**src/rtl/core/plfe_pkg.sv**
```systemverilog
`default_nettype none

package plfe_pkg;

	// width of the millisecond time base that the fader keeps
	localparam int TIME_BITS = 16;
	localparam int DUR_W     = 16;
	localparam int CMP_W     = (TIME_BITS > DUR_W) ? TIME_BITS : DUR_W;

	localparam int LVL_W     = 8;
	localparam int ACC_W     = 17;
	localparam int PCT_W     = 7;

	// shared divider: numerator, divisor and quotient widths
	localparam int NUM_W     = 34;
	localparam int DEN_W     = 17;
	localparam int QUO_W     = 17;
	localparam int CNT_W     = $clog2(NUM_W + 1);
	localparam int FRAC_SH   = 17;

	localparam logic [ACC_W-1:0] FULL_Q16  = ACC_W'(65536);
	localparam int               PCT_SCALE = 200;
	localparam int               PCT_SH    = 17;
	localparam int               PCT_PROD_W = 25;
	localparam logic [PCT_W-1:0] PCT_MAX   = PCT_W'(100);
	localparam logic [LVL_W-1:0] LVL_MAX   = LVL_W'(255);

	localparam logic [7:0] MIN_IV_RST = 8'd20;

	typedef enum logic [2:0] {
		FN_TICK   = 3'd0,
		FN_START  = 3'd1,
		FN_SET    = 3'd2,
		FN_STOP   = 3'd3,
		FN_SLOWER = 3'd4,
		FN_FASTER = 3'd5
	} func_t;

	typedef enum logic {
		CFG_ENABLED    = 1'b0,
		CFG_STEP_FLOOR = 1'b1
	} cfg_idx_t;

	typedef enum logic [1:0] {
		DOP_IV,
		DOP_FRAC,
		DOP_MAG
	} div_op_t;

endpackage

`default_nettype wire

```
**src/rtl/core/pwm_led_fade_engine.sv**
```systemverilog
`default_nettype none

// channel   direction  handshake              word
// item      in         item_valid/item_stall  func, level, amount, now_ms
// result    out        result_valid/result_stall  out_level, fading, progress, target_level
// cfg       in         cfg_valid/cfg_ready    cfg_index, cfg_data
//
// one word at a time, from acceptance to the next acceptance: set, stop, no-op,
// disabled words and ticks that only check the time or snap to the target go from
// decode straight to the result, a start, slow-down or speed-up that settles at once
// may also pass through S_START, one that runs the divider adds one division, and a
// tick that moves the level runs two, all on the 34-step restoring divider shared by every division.
// arst_n clears all state; enabled comes up 1 and the step floor 20.
// a new word is taken while a finished result still waits on result_stall; the
// next result then holds in its last cycle until that one leaves.
module pwm_led_fade_engine (
	input  wire logic                        clk,
	input  wire logic                        arst_n,
	input  wire logic                        item_valid,
	output logic                             item_stall,
	input  wire logic [2:0]                  func,
	input  wire logic [plfe_pkg::LVL_W-1:0]  level,
	input  wire logic [15:0]                 amount,
	input  wire logic [31:0]                 now_ms,
	output logic                             result_valid,
	input  wire logic                        result_stall,
	output logic [plfe_pkg::LVL_W-1:0]       out_level,
	output logic                             fading,
	output logic [plfe_pkg::PCT_W-1:0]       progress,
	output logic [plfe_pkg::LVL_W-1:0]       target_level,
	input  wire logic                        cfg_valid,
	output logic                             cfg_ready,
	input  wire logic                        cfg_index,
	input  wire logic [7:0]                  cfg_data
);
	import plfe_pkg::*;

	typedef enum logic [2:0] {
		S_IDLE,
		S_DECODE,
		S_START,
		S_DIV,
		S_POST,
		S_FIN
	} state_t;

	state_t                  state_q;
	div_op_t                 dop_q;

	logic                    enabled_q;
	logic [7:0]              min_iv_q;

	logic [LVL_W-1:0]        cur_q;
	logic [LVL_W-1:0]        goal_q;
	logic [TIME_BITS-1:0]    last_q;
	logic [DUR_W-1:0]        step_iv_q;
	logic [DUR_W-1:0]        rem_q;
	logic [ACC_W-1:0]        acc_q;

	func_t                   func_q;
	logic [LVL_W-1:0]        level_q;
	logic [DUR_W-1:0]        amount_q;
	logic [TIME_BITS-1:0]    now_q;
	logic [DUR_W-1:0]        diff_q;

	logic [LVL_W-1:0]        fl_lvl_q;
	logic [DUR_W-1:0]        fl_t_q;
	logic                    fl_keep_q;

	logic [NUM_W-1:0]        div_num_q;
	logic [DEN_W-1:0]        div_den_q;
	logic [DEN_W-1:0]        div_rem_q;
	logic [CNT_W-1:0]        div_cnt_q;

	logic                    res_valid_q;
	logic [LVL_W-1:0]        out_level_q;
	logic                    fading_q;
	logic [PCT_W-1:0]        progress_q;
	logic [LVL_W-1:0]        target_q;

	// combinational helpers
	logic [TIME_BITS-1:0]    diff_w;
	logic [DUR_W-1:0]        diff16_w;
	logic                    diff_lt_iv;
	logic                    diff_ge_rem;
	logic [DUR_W:0]          slow_sum;
	logic [DUR_W-1:0]        slow_t;
	logic [LVL_W-1:0]        dist_start;
	logic [LVL_W-1:0]        dist_tick;
	logic                    up_w;
	logic [2*DUR_W-LVL_W-1:0] mag_prod;
	logic [NUM_W-1:0]        mag_num;
	logic [NUM_W-1:0]        frac_num;
	logic [NUM_W-1:0]        iv_num;
	logic [DEN_W:0]          div_shift;
	logic [DEN_W:0]          div_sub;
	logic                    div_ge;
	logic [QUO_W-1:0]        quo_w;
	logic [ACC_W:0]          acc_sum;
	logic [QUO_W-1:0]        up_sum;
	logic [PCT_PROD_W-1:0]   pct_prod;
	logic [PCT_PROD_W-PCT_SH-1:0] pct_raw;
	logic                    out_free;

	assign diff_w      = now_q - last_q;
	assign diff16_w    = DUR_W'(diff_w);
	assign diff_lt_iv  = CMP_W'(diff_w) < CMP_W'(step_iv_q);
	assign diff_ge_rem = CMP_W'(diff_w) >= CMP_W'(rem_q);

	assign slow_sum    = (DUR_W+1)'(rem_q) + (DUR_W+1)'(amount_q);
	assign slow_t      = slow_sum[DUR_W] ? {DUR_W{1'b1}} : slow_sum[DUR_W-1:0];

	assign dist_start  = (cur_q > fl_lvl_q) ? (cur_q - fl_lvl_q) : (fl_lvl_q - cur_q);
	assign up_w        = goal_q >= cur_q;
	assign dist_tick   = up_w ? (goal_q - cur_q) : (cur_q - goal_q);

	assign mag_prod    = (2*DUR_W-LVL_W)'(dist_tick) * (2*DUR_W-LVL_W)'(diff_q);
	assign mag_num     = (NUM_W'(mag_prod) << 1) + NUM_W'(rem_q);
	assign frac_num    = (NUM_W'(diff16_w) << FRAC_SH) + NUM_W'(rem_q);
	assign iv_num      = (NUM_W'(fl_t_q) << 1) + NUM_W'(dist_start);

	// one restoring step a cycle; the quotient shifts into the numerator register
	assign div_shift   = {div_rem_q, div_num_q[NUM_W-1]};
	assign div_sub     = div_shift - {1'b0, div_den_q};
	assign div_ge      = div_shift >= {1'b0, div_den_q};
	assign quo_w       = div_num_q[QUO_W-1:0];

	assign acc_sum     = (ACC_W+1)'(acc_q) + (ACC_W+1)'(quo_w);
	assign up_sum      = QUO_W'(cur_q) + quo_w;

	assign pct_prod    = PCT_PROD_W'(acc_q) * PCT_PROD_W'(PCT_SCALE)
		+ PCT_PROD_W'(FULL_Q16);
	assign pct_raw     = pct_prod[PCT_PROD_W-1:PCT_SH];

	assign out_free    = !res_valid_q || !result_stall;

	assign item_stall   = (state_q != S_IDLE);
	assign cfg_ready    = 1'b1;
	assign result_valid = res_valid_q;
	assign out_level    = out_level_q;
	assign fading       = fading_q;
	assign progress     = progress_q;
	assign target_level = target_q;

	always_ff @(posedge clk or negedge arst_n) begin
		if (!arst_n) begin
			state_q     <= S_IDLE;
			dop_q       <= DOP_IV;
			enabled_q   <= 1'b1;
			min_iv_q    <= MIN_IV_RST;
			cur_q       <= '0;
			goal_q      <= '0;
			last_q      <= '0;
			step_iv_q   <= '0;
			rem_q       <= '0;
			acc_q       <= '0;
			func_q      <= FN_TICK;
			level_q     <= '0;
			amount_q    <= '0;
			now_q       <= '0;
			diff_q      <= '0;
			fl_lvl_q    <= '0;
			fl_t_q      <= '0;
			fl_keep_q   <= 1'b0;
			div_num_q   <= '0;
			div_den_q   <= '0;
			div_rem_q   <= '0;
			div_cnt_q   <= '0;
			res_valid_q <= 1'b0;
			out_level_q <= '0;
			fading_q    <= 1'b0;
			progress_q  <= '0;
			target_q    <= '0;
		end else begin
			if (cfg_valid && cfg_ready) begin
				unique case (cfg_idx_t'(cfg_index))
					CFG_ENABLED:    enabled_q <= cfg_data[0];
					CFG_STEP_FLOOR: min_iv_q  <= cfg_data;
					default: ;
				endcase
			end

			if (res_valid_q && !result_stall && state_q != S_FIN)
				res_valid_q <= 1'b0;

			unique case (state_q)
				S_IDLE: begin
					if (item_valid) begin
						func_q   <= func_t'(func);
						level_q  <= level;
						amount_q <= amount;
						now_q    <= now_ms[TIME_BITS-1:0];
						state_q  <= S_DECODE;
					end
				end

				S_DECODE: begin
					if (enabled_q) begin
						unique case (func_q)
							FN_TICK: begin
								diff_q <= diff16_w;
								if (rem_q == '0 || diff_lt_iv) begin
									state_q <= S_FIN;
								end else if (diff_ge_rem) begin
									acc_q   <= FULL_Q16;
									rem_q   <= '0;
									cur_q   <= goal_q;
									state_q <= S_FIN;
								end else begin
									div_num_q <= frac_num;
									div_den_q <= DEN_W'({rem_q, 1'b0});
									div_rem_q <= '0;
									div_cnt_q <= CNT_W'(NUM_W);
									dop_q     <= DOP_FRAC;
									state_q   <= S_DIV;
								end
							end
							FN_START: begin
								fl_lvl_q  <= level_q;
								fl_t_q    <= amount_q;
								fl_keep_q <= 1'b0;
								state_q   <= S_START;
							end
							FN_SET: begin
								cur_q   <= level_q;
								state_q <= S_FIN;
							end
							FN_STOP: begin
								acc_q   <= FULL_Q16;
								rem_q   <= '0;
								state_q <= S_FIN;
							end
							FN_SLOWER: begin
								fl_lvl_q  <= goal_q;
								fl_t_q    <= slow_t;
								fl_keep_q <= 1'b1;
								state_q   <= S_START;
							end
							FN_FASTER: begin
								if (rem_q <= amount_q) begin
									rem_q   <= '0;
									cur_q   <= goal_q;
									state_q <= S_FIN;
								end else begin
									fl_lvl_q  <= goal_q;
									fl_t_q    <= rem_q - amount_q;
									fl_keep_q <= 1'b1;
									state_q   <= S_START;
								end
							end
							default: state_q <= S_FIN;
						endcase
					end else begin
						state_q <= S_FIN;
					end
				end

				S_START: begin
					if (!fl_keep_q)
						acc_q <= '0;
					if (fl_lvl_q == cur_q) begin
						rem_q   <= '0;
						state_q <= S_FIN;
					end else if (fl_t_q <= DUR_W'(min_iv_q)) begin
						rem_q   <= '0;
						cur_q   <= fl_lvl_q;
						state_q <= S_FIN;
					end else begin
						rem_q     <= fl_t_q;
						goal_q    <= fl_lvl_q;
						last_q    <= now_q;
						div_num_q <= iv_num;
						div_den_q <= DEN_W'({dist_start, 1'b0});
						div_rem_q <= '0;
						div_cnt_q <= CNT_W'(NUM_W);
						dop_q     <= DOP_IV;
						state_q   <= S_DIV;
					end
				end

				S_DIV: begin
					div_num_q <= {div_num_q[NUM_W-2:0], div_ge};
					div_rem_q <= div_ge ? div_sub[DEN_W-1:0] : div_shift[DEN_W-1:0];
					div_cnt_q <= div_cnt_q - CNT_W'(1);
					if (div_cnt_q == CNT_W'(1))
						state_q <= S_POST;
				end

				S_POST: begin
					unique case (dop_q)
						DOP_IV: begin
							if (quo_w < QUO_W'(min_iv_q))
								step_iv_q <= DUR_W'(min_iv_q);
							else
								step_iv_q <= quo_w[DUR_W-1:0];
							state_q <= S_FIN;
						end
						DOP_FRAC: begin
							if (acc_sum > (ACC_W+1)'(FULL_Q16))
								acc_q <= FULL_Q16;
							else
								acc_q <= acc_sum[ACC_W-1:0];
							// same divisor, now for the level step
							div_num_q <= mag_num;
							div_rem_q <= '0;
							div_cnt_q <= CNT_W'(NUM_W);
							dop_q     <= DOP_MAG;
							state_q   <= S_DIV;
						end
						DOP_MAG: begin
							if (up_w) begin
								if (up_sum > QUO_W'(LVL_MAX))
									cur_q <= LVL_MAX;
								else
									cur_q <= up_sum[LVL_W-1:0];
							end else begin
								if (quo_w > QUO_W'(cur_q))
									cur_q <= '0;
								else
									cur_q <= cur_q - quo_w[LVL_W-1:0];
							end
							rem_q   <= rem_q - diff_q;
							last_q  <= now_q;
							state_q <= S_FIN;
						end
						default: state_q <= S_FIN;
					endcase
				end

				S_FIN: begin
					// wait for the output register to free up
					if (out_free) begin
						res_valid_q <= 1'b1;
						out_level_q <= cur_q;
						fading_q    <= enabled_q && (rem_q != '0);
						progress_q  <= (pct_raw > (PCT_PROD_W-PCT_SH)'(PCT_MAX))
							? PCT_MAX : pct_raw[PCT_W-1:0];
						target_q    <= goal_q;
						state_q     <= S_IDLE;
					end
				end

				default: state_q <= S_IDLE;
			endcase
		end
	end

endmodule

`default_nettype wire

```
**config.mk**
```make
export PLATFORM = sky130hd
export DESIGN_NAME = pwm_led_fade_engine
export DESIGN_NICKNAME = d
export VERILOG_FILES = /design/src/rtl/core/plfe_pkg.sv /design/src/rtl/core/pwm_led_fade_engine.sv
export SDC_FILE = /design/constraint.sdc
export NUM_CORES = 1
export LEC_CHECK = 0
export BUFFER_PORTS_ARGS = -buffer_cell sky130_fd_sc_hd__buf_2
export CAP_MARGIN = 5
export CORE_UTILIZATION = 35
export DETAILED_ROUTE_END_ITERATION = 10
export SYNTH_ARGS = -nofsm -noshare
export SYNTH_HDL_FRONTEND = slang
export SYNTH_SLANG_ARGS = --single-unit
```
**constraint.sdc**
```tcl
create_clock -name clk -period 8.8 [get_ports clk]
set_clock_uncertainty 0.1 [all_clocks]
set_input_delay 0.44 -clock clk [delete_from_list [all_inputs] [get_ports clk]]
set_output_delay 0.44 -clock clk [all_outputs]
set_load 0.02 [all_outputs]
```
## Word-level counts from Yosys, hierarchy flattened

Cells that the tools add are included.

- Register bits: 278
- Input port bits: 73
- Output and inout bits: 27
- Logic and storage cells: 230

- Add/subtract/negate cells: 17
- Multipliers: 2
- $lt $le $gt $ge: 12
- Equality and inequality tests: 35
- Mux-type cells: 99
- Bitwise operators: 3
- Reduce and logical (&&, ||, !) cells: 35

Operator list:

| cell | number |
|---|---|
| 17-bit 2-to-1 mux | 20 |
| 34-bit 2-to-1 mux | 7 |
| 16-bit 2-to-1 mux | 13 |
| 16-bit one-hot mux with 3 select lines | 3 |
| 34-bit one-hot mux with 4 select lines | 1 |
| 8-bit 2-to-1 mux | 13 |
| 8-bit one-hot mux with 3 select lines | 3 |
| 17-bit one-hot mux with 2 select lines | 2 |
| 17-bit one-hot mux with 4 select lines | 1 |
| 17-bit one-hot mux with 3 select lines | 1 |
| 16-bit subtractor | 3 |
| 6-bit 2-to-1 mux | 7 |
| 8-bit subtractor | 5 |
| 33-bit by 16-bit adder with 34-bit output | 1 |
| 16-bit one-hot mux with 2 select lines | 1 |
| 3-bit 2-to-1 mux | 10 |
| 25-bit by 16-bit adder with 26-bit output | 1 |
| 25-bit by 17-bit adder with 25-bit output (second input constant) | 1 |
| 8-bit by 16-bit multiplier with 24-bit output | 1 |
| 2-bit != test (second input constant) | 12 |
| 6-bit one-hot mux with 4 select lines | 1 |
| 17-bit by 5-bit multiplier with 22-bit output (second input constant) | 1 |
| 7-bit AND reduction | 3 |
| 17-bit by 17-bit adder with 18-bit output | 1 |
| 52 further kinds | 91 |

## Logic depth before layout (Yosys ltp)

- Depth in word-level cells: 7
- Gate-level depth with buffers: 43
- Gate-level depth less buffers: 42

## Worst setup path after synthesis

No wires, ideal clock.

- Kind: register to register
- From: register cur_q[1]
- To: register div_num_q[20]
- Library setup time: 0.133 ns
- Arrival: 8.748 ns
- Required time: 8.567 ns
- Setup slack: -0.181 ns
- Stages on the path, launching flop included: 39
- Buffers on the path: 2
- Clock period less this slack: 8.981 ns
- Cells stage by stage: dfrtp_1 > inv_1 > fa_1 > a21o_1 > a2111oi_0 > o21ai_1 > buf_2 > mux2i_1 > nand2_1 > o221ai_1 > o21ai_1 > a21oi_1 > xnor2_1 > clkbuf_1 > nand2_1 > fa_1 > fa_1 > inv_1 > [3 not listed] > inv_1 > ha_1 > o21ai_0 > or3b_2 > and3_1 > nand2_1 > nand2_1 > a21oi_1 > xnor2_1 > ha_1 > a21oi_1 > nand2_1 > a2111o_1 > nand2_1 > nor2_1 > xor2_1 > a222oi_1 > o21ai_0

- Longest elaborated chain between the ends: 6
- Elaborated cells on any way between the ends: 11
- Those cells by class: add/sub (3); mul (1); order compare (1); eq/ne (2); mux (3); reduce/logical (1)

RTL lines:

| element | RTL line | source |
|---|---|---|
| start: declaration | pwm_led_fade_engine.sv:53 | `logic [LVL_W-1:0] cur_q;` |
| start signal: assignment | pwm_led_fade_engine.sv:207 | `cur_q <= goal_q;` |
| start signal: assignment | pwm_led_fade_engine.sv:225 | `cur_q <= level_q;` |
| start signal: assignment | pwm_led_fade_engine.sv:242 | `cur_q <= goal_q;` |
| 8-bit subtractor / 8-bit >= comparator (equally long branches) | pwm_led_fade_engine.sv:115, pwm_led_fade_engine.sv:114 |  |
| 8-bit 2-to-1 mux | pwm_led_fade_engine.sv:115 | `assign dist_tick = up_w ? (goal_q - cur_q) : (cur_q - goal_q);` |
| 8-bit by 16-bit multiplier with 24-bit output | pwm_led_fade_engine.sv:117 | `assign mag_prod = (2*DUR_W-LVL_W)'(dist_tick) * (2*DUR_W-LVL_W)'(diff_q);` |
| 25-bit by 16-bit adder with 26-bit output | pwm_led_fade_engine.sv:118 | `assign mag_num = (NUM_W'(mag_prod) << 1) + NUM_W'(rem_q);` |
| 34-bit 2-to-1 mux | pwm_led_fade_engine.sv:290 | `unique case (dop_q)` |
| 34-bit one-hot mux with 4 select lines | pwm_led_fade_engine.sv:186 | `unique case (state_q)` |
| end signal: assignment | pwm_led_fade_engine.sv:210 | `div_num_q <= frac_num;` |
| end signal: assignment | pwm_led_fade_engine.sv:282 | `div_num_q <= {div_num_q[NUM_W-2:0], div_ge};` |
| end signal: assignment | pwm_led_fade_engine.sv:304 | `div_num_q <= mag_num;` |
| end: declaration | pwm_led_fade_engine.sv:70 | `logic [NUM_W-1:0] div_num_q;` |

Several ways; a longest one is shown, not always the timed one. The select of a mux whose other input is x is not followed.
A chain may end at the register's enable or synchronous reset.

## Final worst setup path

- From: register goal_q[0]
- To: register div_num_q[20]

- Longest elaborated chain between the ends: 6
- Elaborated cells on any way between the ends: 8
- Those cells by class: add/sub (3); mul (1); order compare (1); mux (3)

RTL lines:

| element | RTL line | source |
|---|---|---|
| start: declaration | pwm_led_fade_engine.sv:54 | `logic [LVL_W-1:0] goal_q;` |
| start signal: assignment | pwm_led_fade_engine.sv:270 | `goal_q <= fl_lvl_q;` |
| 8-bit subtractor / 8-bit >= comparator (equally long branches) | pwm_led_fade_engine.sv:115, pwm_led_fade_engine.sv:114 |  |
| 8-bit 2-to-1 mux (*) | pwm_led_fade_engine.sv:115 |  |
| 8-bit by 16-bit multiplier with 24-bit output (*) | pwm_led_fade_engine.sv:117 |  |
| 25-bit by 16-bit adder with 26-bit output (*) | pwm_led_fade_engine.sv:118 |  |
| 34-bit 2-to-1 mux (*) | pwm_led_fade_engine.sv:290 |  |
| 34-bit one-hot mux with 4 select lines (*) | pwm_led_fade_engine.sv:186 |  |

Every way passes the cells marked *; elsewhere a longest branch is shown, timed or not. The select of a mux whose other input is x is not followed.

==> reports/qor.csv <==
stage,metric,value,unit
logic_synthesis,syn_area_per_cell,8.672,sq um
worst_hold_path,holdPathStages,2,
setup_path,rr_worst_depth,41,
logic_synthesis,synth_flop_cell,dfrtp_1,
setup_path,r2r_start,goal_q[0],
drt,drtPass1Iterations,5,
logic_synthesis,synth-compound-area-share,17.80,%
cells_and_area,stdcell_area,0.03069,sq mm
clocking,cts_buffers,36,
setup_path,cp_slowest_stage_delay,510,ps
clocking,clkSlewWorstSetupHoldPaths,60,ps
timing,rsz0062_at_grt,yes,
setup_path,cp-startpoint,goal_q[0],
logic_synthesis,synthDistinctLibCells,89,
logic_synthesis,muxShareOfSynthArea,5.394,%
drt,detail_route.vias_per_cell,5.313,
logic_synthesis,synthCells,3044,
setup_path,cpMaxStageDelayCell,fa_1,
worst_hold_path,worstHoldStart,now_ms[6],
setup_path,crit_arrival,9020,ps
worst_hold_path,hold_class,in2reg,
drt,drc,0,
outcome,status,"complete, no violations",
timing,period_share,98.97,%
die,coreArea,0.07457,sq mm
setup_path,critPathKind,reg2reg,
timing,setup_viol,0,
global_route,grt_pass1_vias,21770,
drt,wl_per_cell,18.63,um
die,ioPinCount,100,
logic_synthesis,postSynth.asyncResetShare,100.0,%
logic_synthesis,synthAdderAreaFrac,23.38,%
logic_synthesis,syn-cell-area,0.02640,sq mm
worst_hold_path,worstHoldEndpoint,now_q[6],
drt,drtIter0Drc,1755,
clocking,clk_latency,580,ps
placement,place_congestion,0.9177,
setup_path,path_buf_inv,6,
die,die-area,0.07652,sq mm
timing,finalHoldViolations,0,
logic_synthesis,syn_nets,3544,
global_route,grt_pass1_wl,124500,um
setup_path,cp_num_cells,41,
setup_path,cp_max_fo,6,
clocking,htree_levels,2,
logic_synthesis,ys_seq_area_share,26.27,%
drt,ant_nets,0,
global_route,grt_max_degree,86,
drt,drt-total-wl,79110,um
die,die_w,276.6,um
setup_path,timing.rr.end,div_num_q[20],
cells_and_area,drive_gt1_share,14.69,%
timing,timing.final.ws_setup,91.00,ps
timing,period_needed,8709,ps
die,die_h,276.6,um
logic_synthesis,yosys.area_share.simple,15.22,%
clocking,cts_buffer_depth,3,
setup_path,reg2reg_slack,90,ps
run,drv_cap,0,
cells_and_area,finalNetCount,3749,
setup_path,start_kind,register,
placement,place_worst_setup_slack,-507.3,ps
logic_synthesis,synth_top_family_by_area,adder cells,
global_route,grt.total_usage,20.49,%
timing,tightest_slew,1381,ps
die,initial_core_util,35.40,%
timing,slew_viol_final,0,
global_route,grt_overflow,0,
logic_synthesis,synth_edf_count,0,
setup_path,path_delay_family,adder cells,
logic_synthesis,synthXorXnorAreaFrac,5.110,%
setup_path,cp-end-kind,register,
clocking,cts_sinks,277,
die,rows,100,
logic_synthesis,yosysWarningCount,0,
global_route,antenna_found_initial,5,
drt,num_vias,22560,
placement,dpl.hpwl,61110,um
clocking,cts_root_buf,clkbuf_16,
clocking,cts_tree,done,
timing,max_slew_margin,7.258,%
placement,placed_cell_area,0.02870,sq mm
logic_synthesis,ys_seq_elements,277,
cells_and_area,syn_to_final_growth,16.25,%
placement,portBuffers,82,
setup_path,cp.required,9110,ps
timing,fmax,0.1148,GHz
-- logic make-up (layout without fill, tap and decap cells) --
group | count (synthesis) | after routing
multiplexers | 132 | 132
XOR/XNOR | 154 | 154
AO/OA/AOI/OAI | 739 | 739
other | 1 | 3
flip-flops | 277 | 277
buffers and inverters | 475 | 706
AND/OR/NAND/NOR | 838 | 838
adder cells (fa/ha/maj) | 428 | 428
-- through the flow --
step                setup TNS [ps]  hold slack, ps  util, %  instances
finish                           0           13.79    41.15       4246
global route                 -1376           11.34    41.14       4244
CTS                              0           1.056    40.72       4232
detailed placement           -3704           360.2    38.49       4129
global placement             -2642           356.2    38.49       4129
floorplan                        0           44.41        -       3044
-- flip-flops by register name, summed over array words and instances, names as in the netlist, 6 cells and up --
register	flops
acc_q	17
amount_q	16
cur_q	8
diff_q	16
div_cnt_q	6
div_den_q	16
div_num_q	34
div_rem_q	17
fl_lvl_q	8
fl_t_q	16
goal_q	8
last_q	16
level_q	8
min_iv_q	8
now_q	16
out_level	8
progress	7
rem_q	16
step_iv_q	16
target_level	8
-- per-layer routing --
metal	global-route usage (%)	wire [um]	vias up
met5	0	13	-
met4	5.299	1933	2
met3	3.906	5662	120
met2	31.39	34140	668
met1	29.42	37360	10860
li1	-	-	10910
-- worst reg2reg max path, delay by kind of cell (launching register included) --
family | cells | cell delay [ps]
AOI/OAI and AO/OA | 14 | 2490
xor gates and xnor gates | 3 | 420
adders and majority gates | 8 | 2970
buffers and inverters | 6 | 520
DFF | 1 | 370
muxes | 1 | 330
and+or+nand+nor | 9 | 1330
-- how the worst max path moves through the flow --
stage               slack, ps            end
floorplan                  30  div_num_q[20]
global placement         -390  div_num_q[18]
detailed placement       -510  div_num_q[18]
CTS                         5  div_num_q[18]
global route             -240  div_num_q[24]
finish                     90  div_num_q[20]
-- cell type report --
type | instances | area, sq um
Antenna cell | 2 | 5.005
Clock buffer | 47 | 1003
Clock inverter | 17 | 187.7
Fill cell | 7482 | 43880
Inverter | 371 | 1393
Multi-Input combinational cell | 2292 | 18000
Sequential cell | 277 | 6937
Tap cell | 969 | 1212
Timing Repair Buffer | 271 | 1952
-- cells in the final DEF (no fill, tap or decap), drive strengths merged, types with 19 or more instances in the layout --
master,synthesis,routed
inv,371,375
ha,318,318
dfrtp,274,274
nand2,263,263
buf,11,240
nor2,215,215
o21ai,214,214
a21oi,192,192
xnor2,112,112
fa,109,109
mux2,82,82
and2,71,71
mux2i,50,50
nand3,48,48
a21o,47,47
clkbuf,93,47
xor2,42,42
nor2b,42,42
nand2b,40,40
nor3,39,39
a31oi,36,36
dlygate4sd3,0,31
o21bai,25,25
and3,23,23
nand4,21,21
a211oi,21,21
o31ai,20,20
or3,19,19
-- timing repair --
| action | in CTS | in global routing |
|---|---|---|
| gates resized for setup | 27 | 57 |
| hold buffers | 31 | 0 |
| pin swaps | 20 | 58 |
| buffers inserted | 8 | 13 |
| hold endpoints to repair | 114 | 0 |
| endpoints found under the setup margin | 11 | 11 |
-- synthesized netlist by cell type, types with 48 or more instances --
cell type  instances  share of area [%]
fa_1             109                8.3
mux2_2            82                3.5
ha_1             318                 15
o21ai_0          203                3.8
nand2_1          263                3.7
and2_1            71                1.7
clkbuf_1          93                1.3
nand3_1           48               0.91
xnor2_1          112                3.7
inv_1            371                5.3
dfrtp_1          274                 26
a21oi_1          191                3.6
mux2i_1           50                1.9
nor2_1           214                3.0
Power is not shown: default switching activity piles up to over one toggle a cycle in this logic, so the estimate is an artifact.
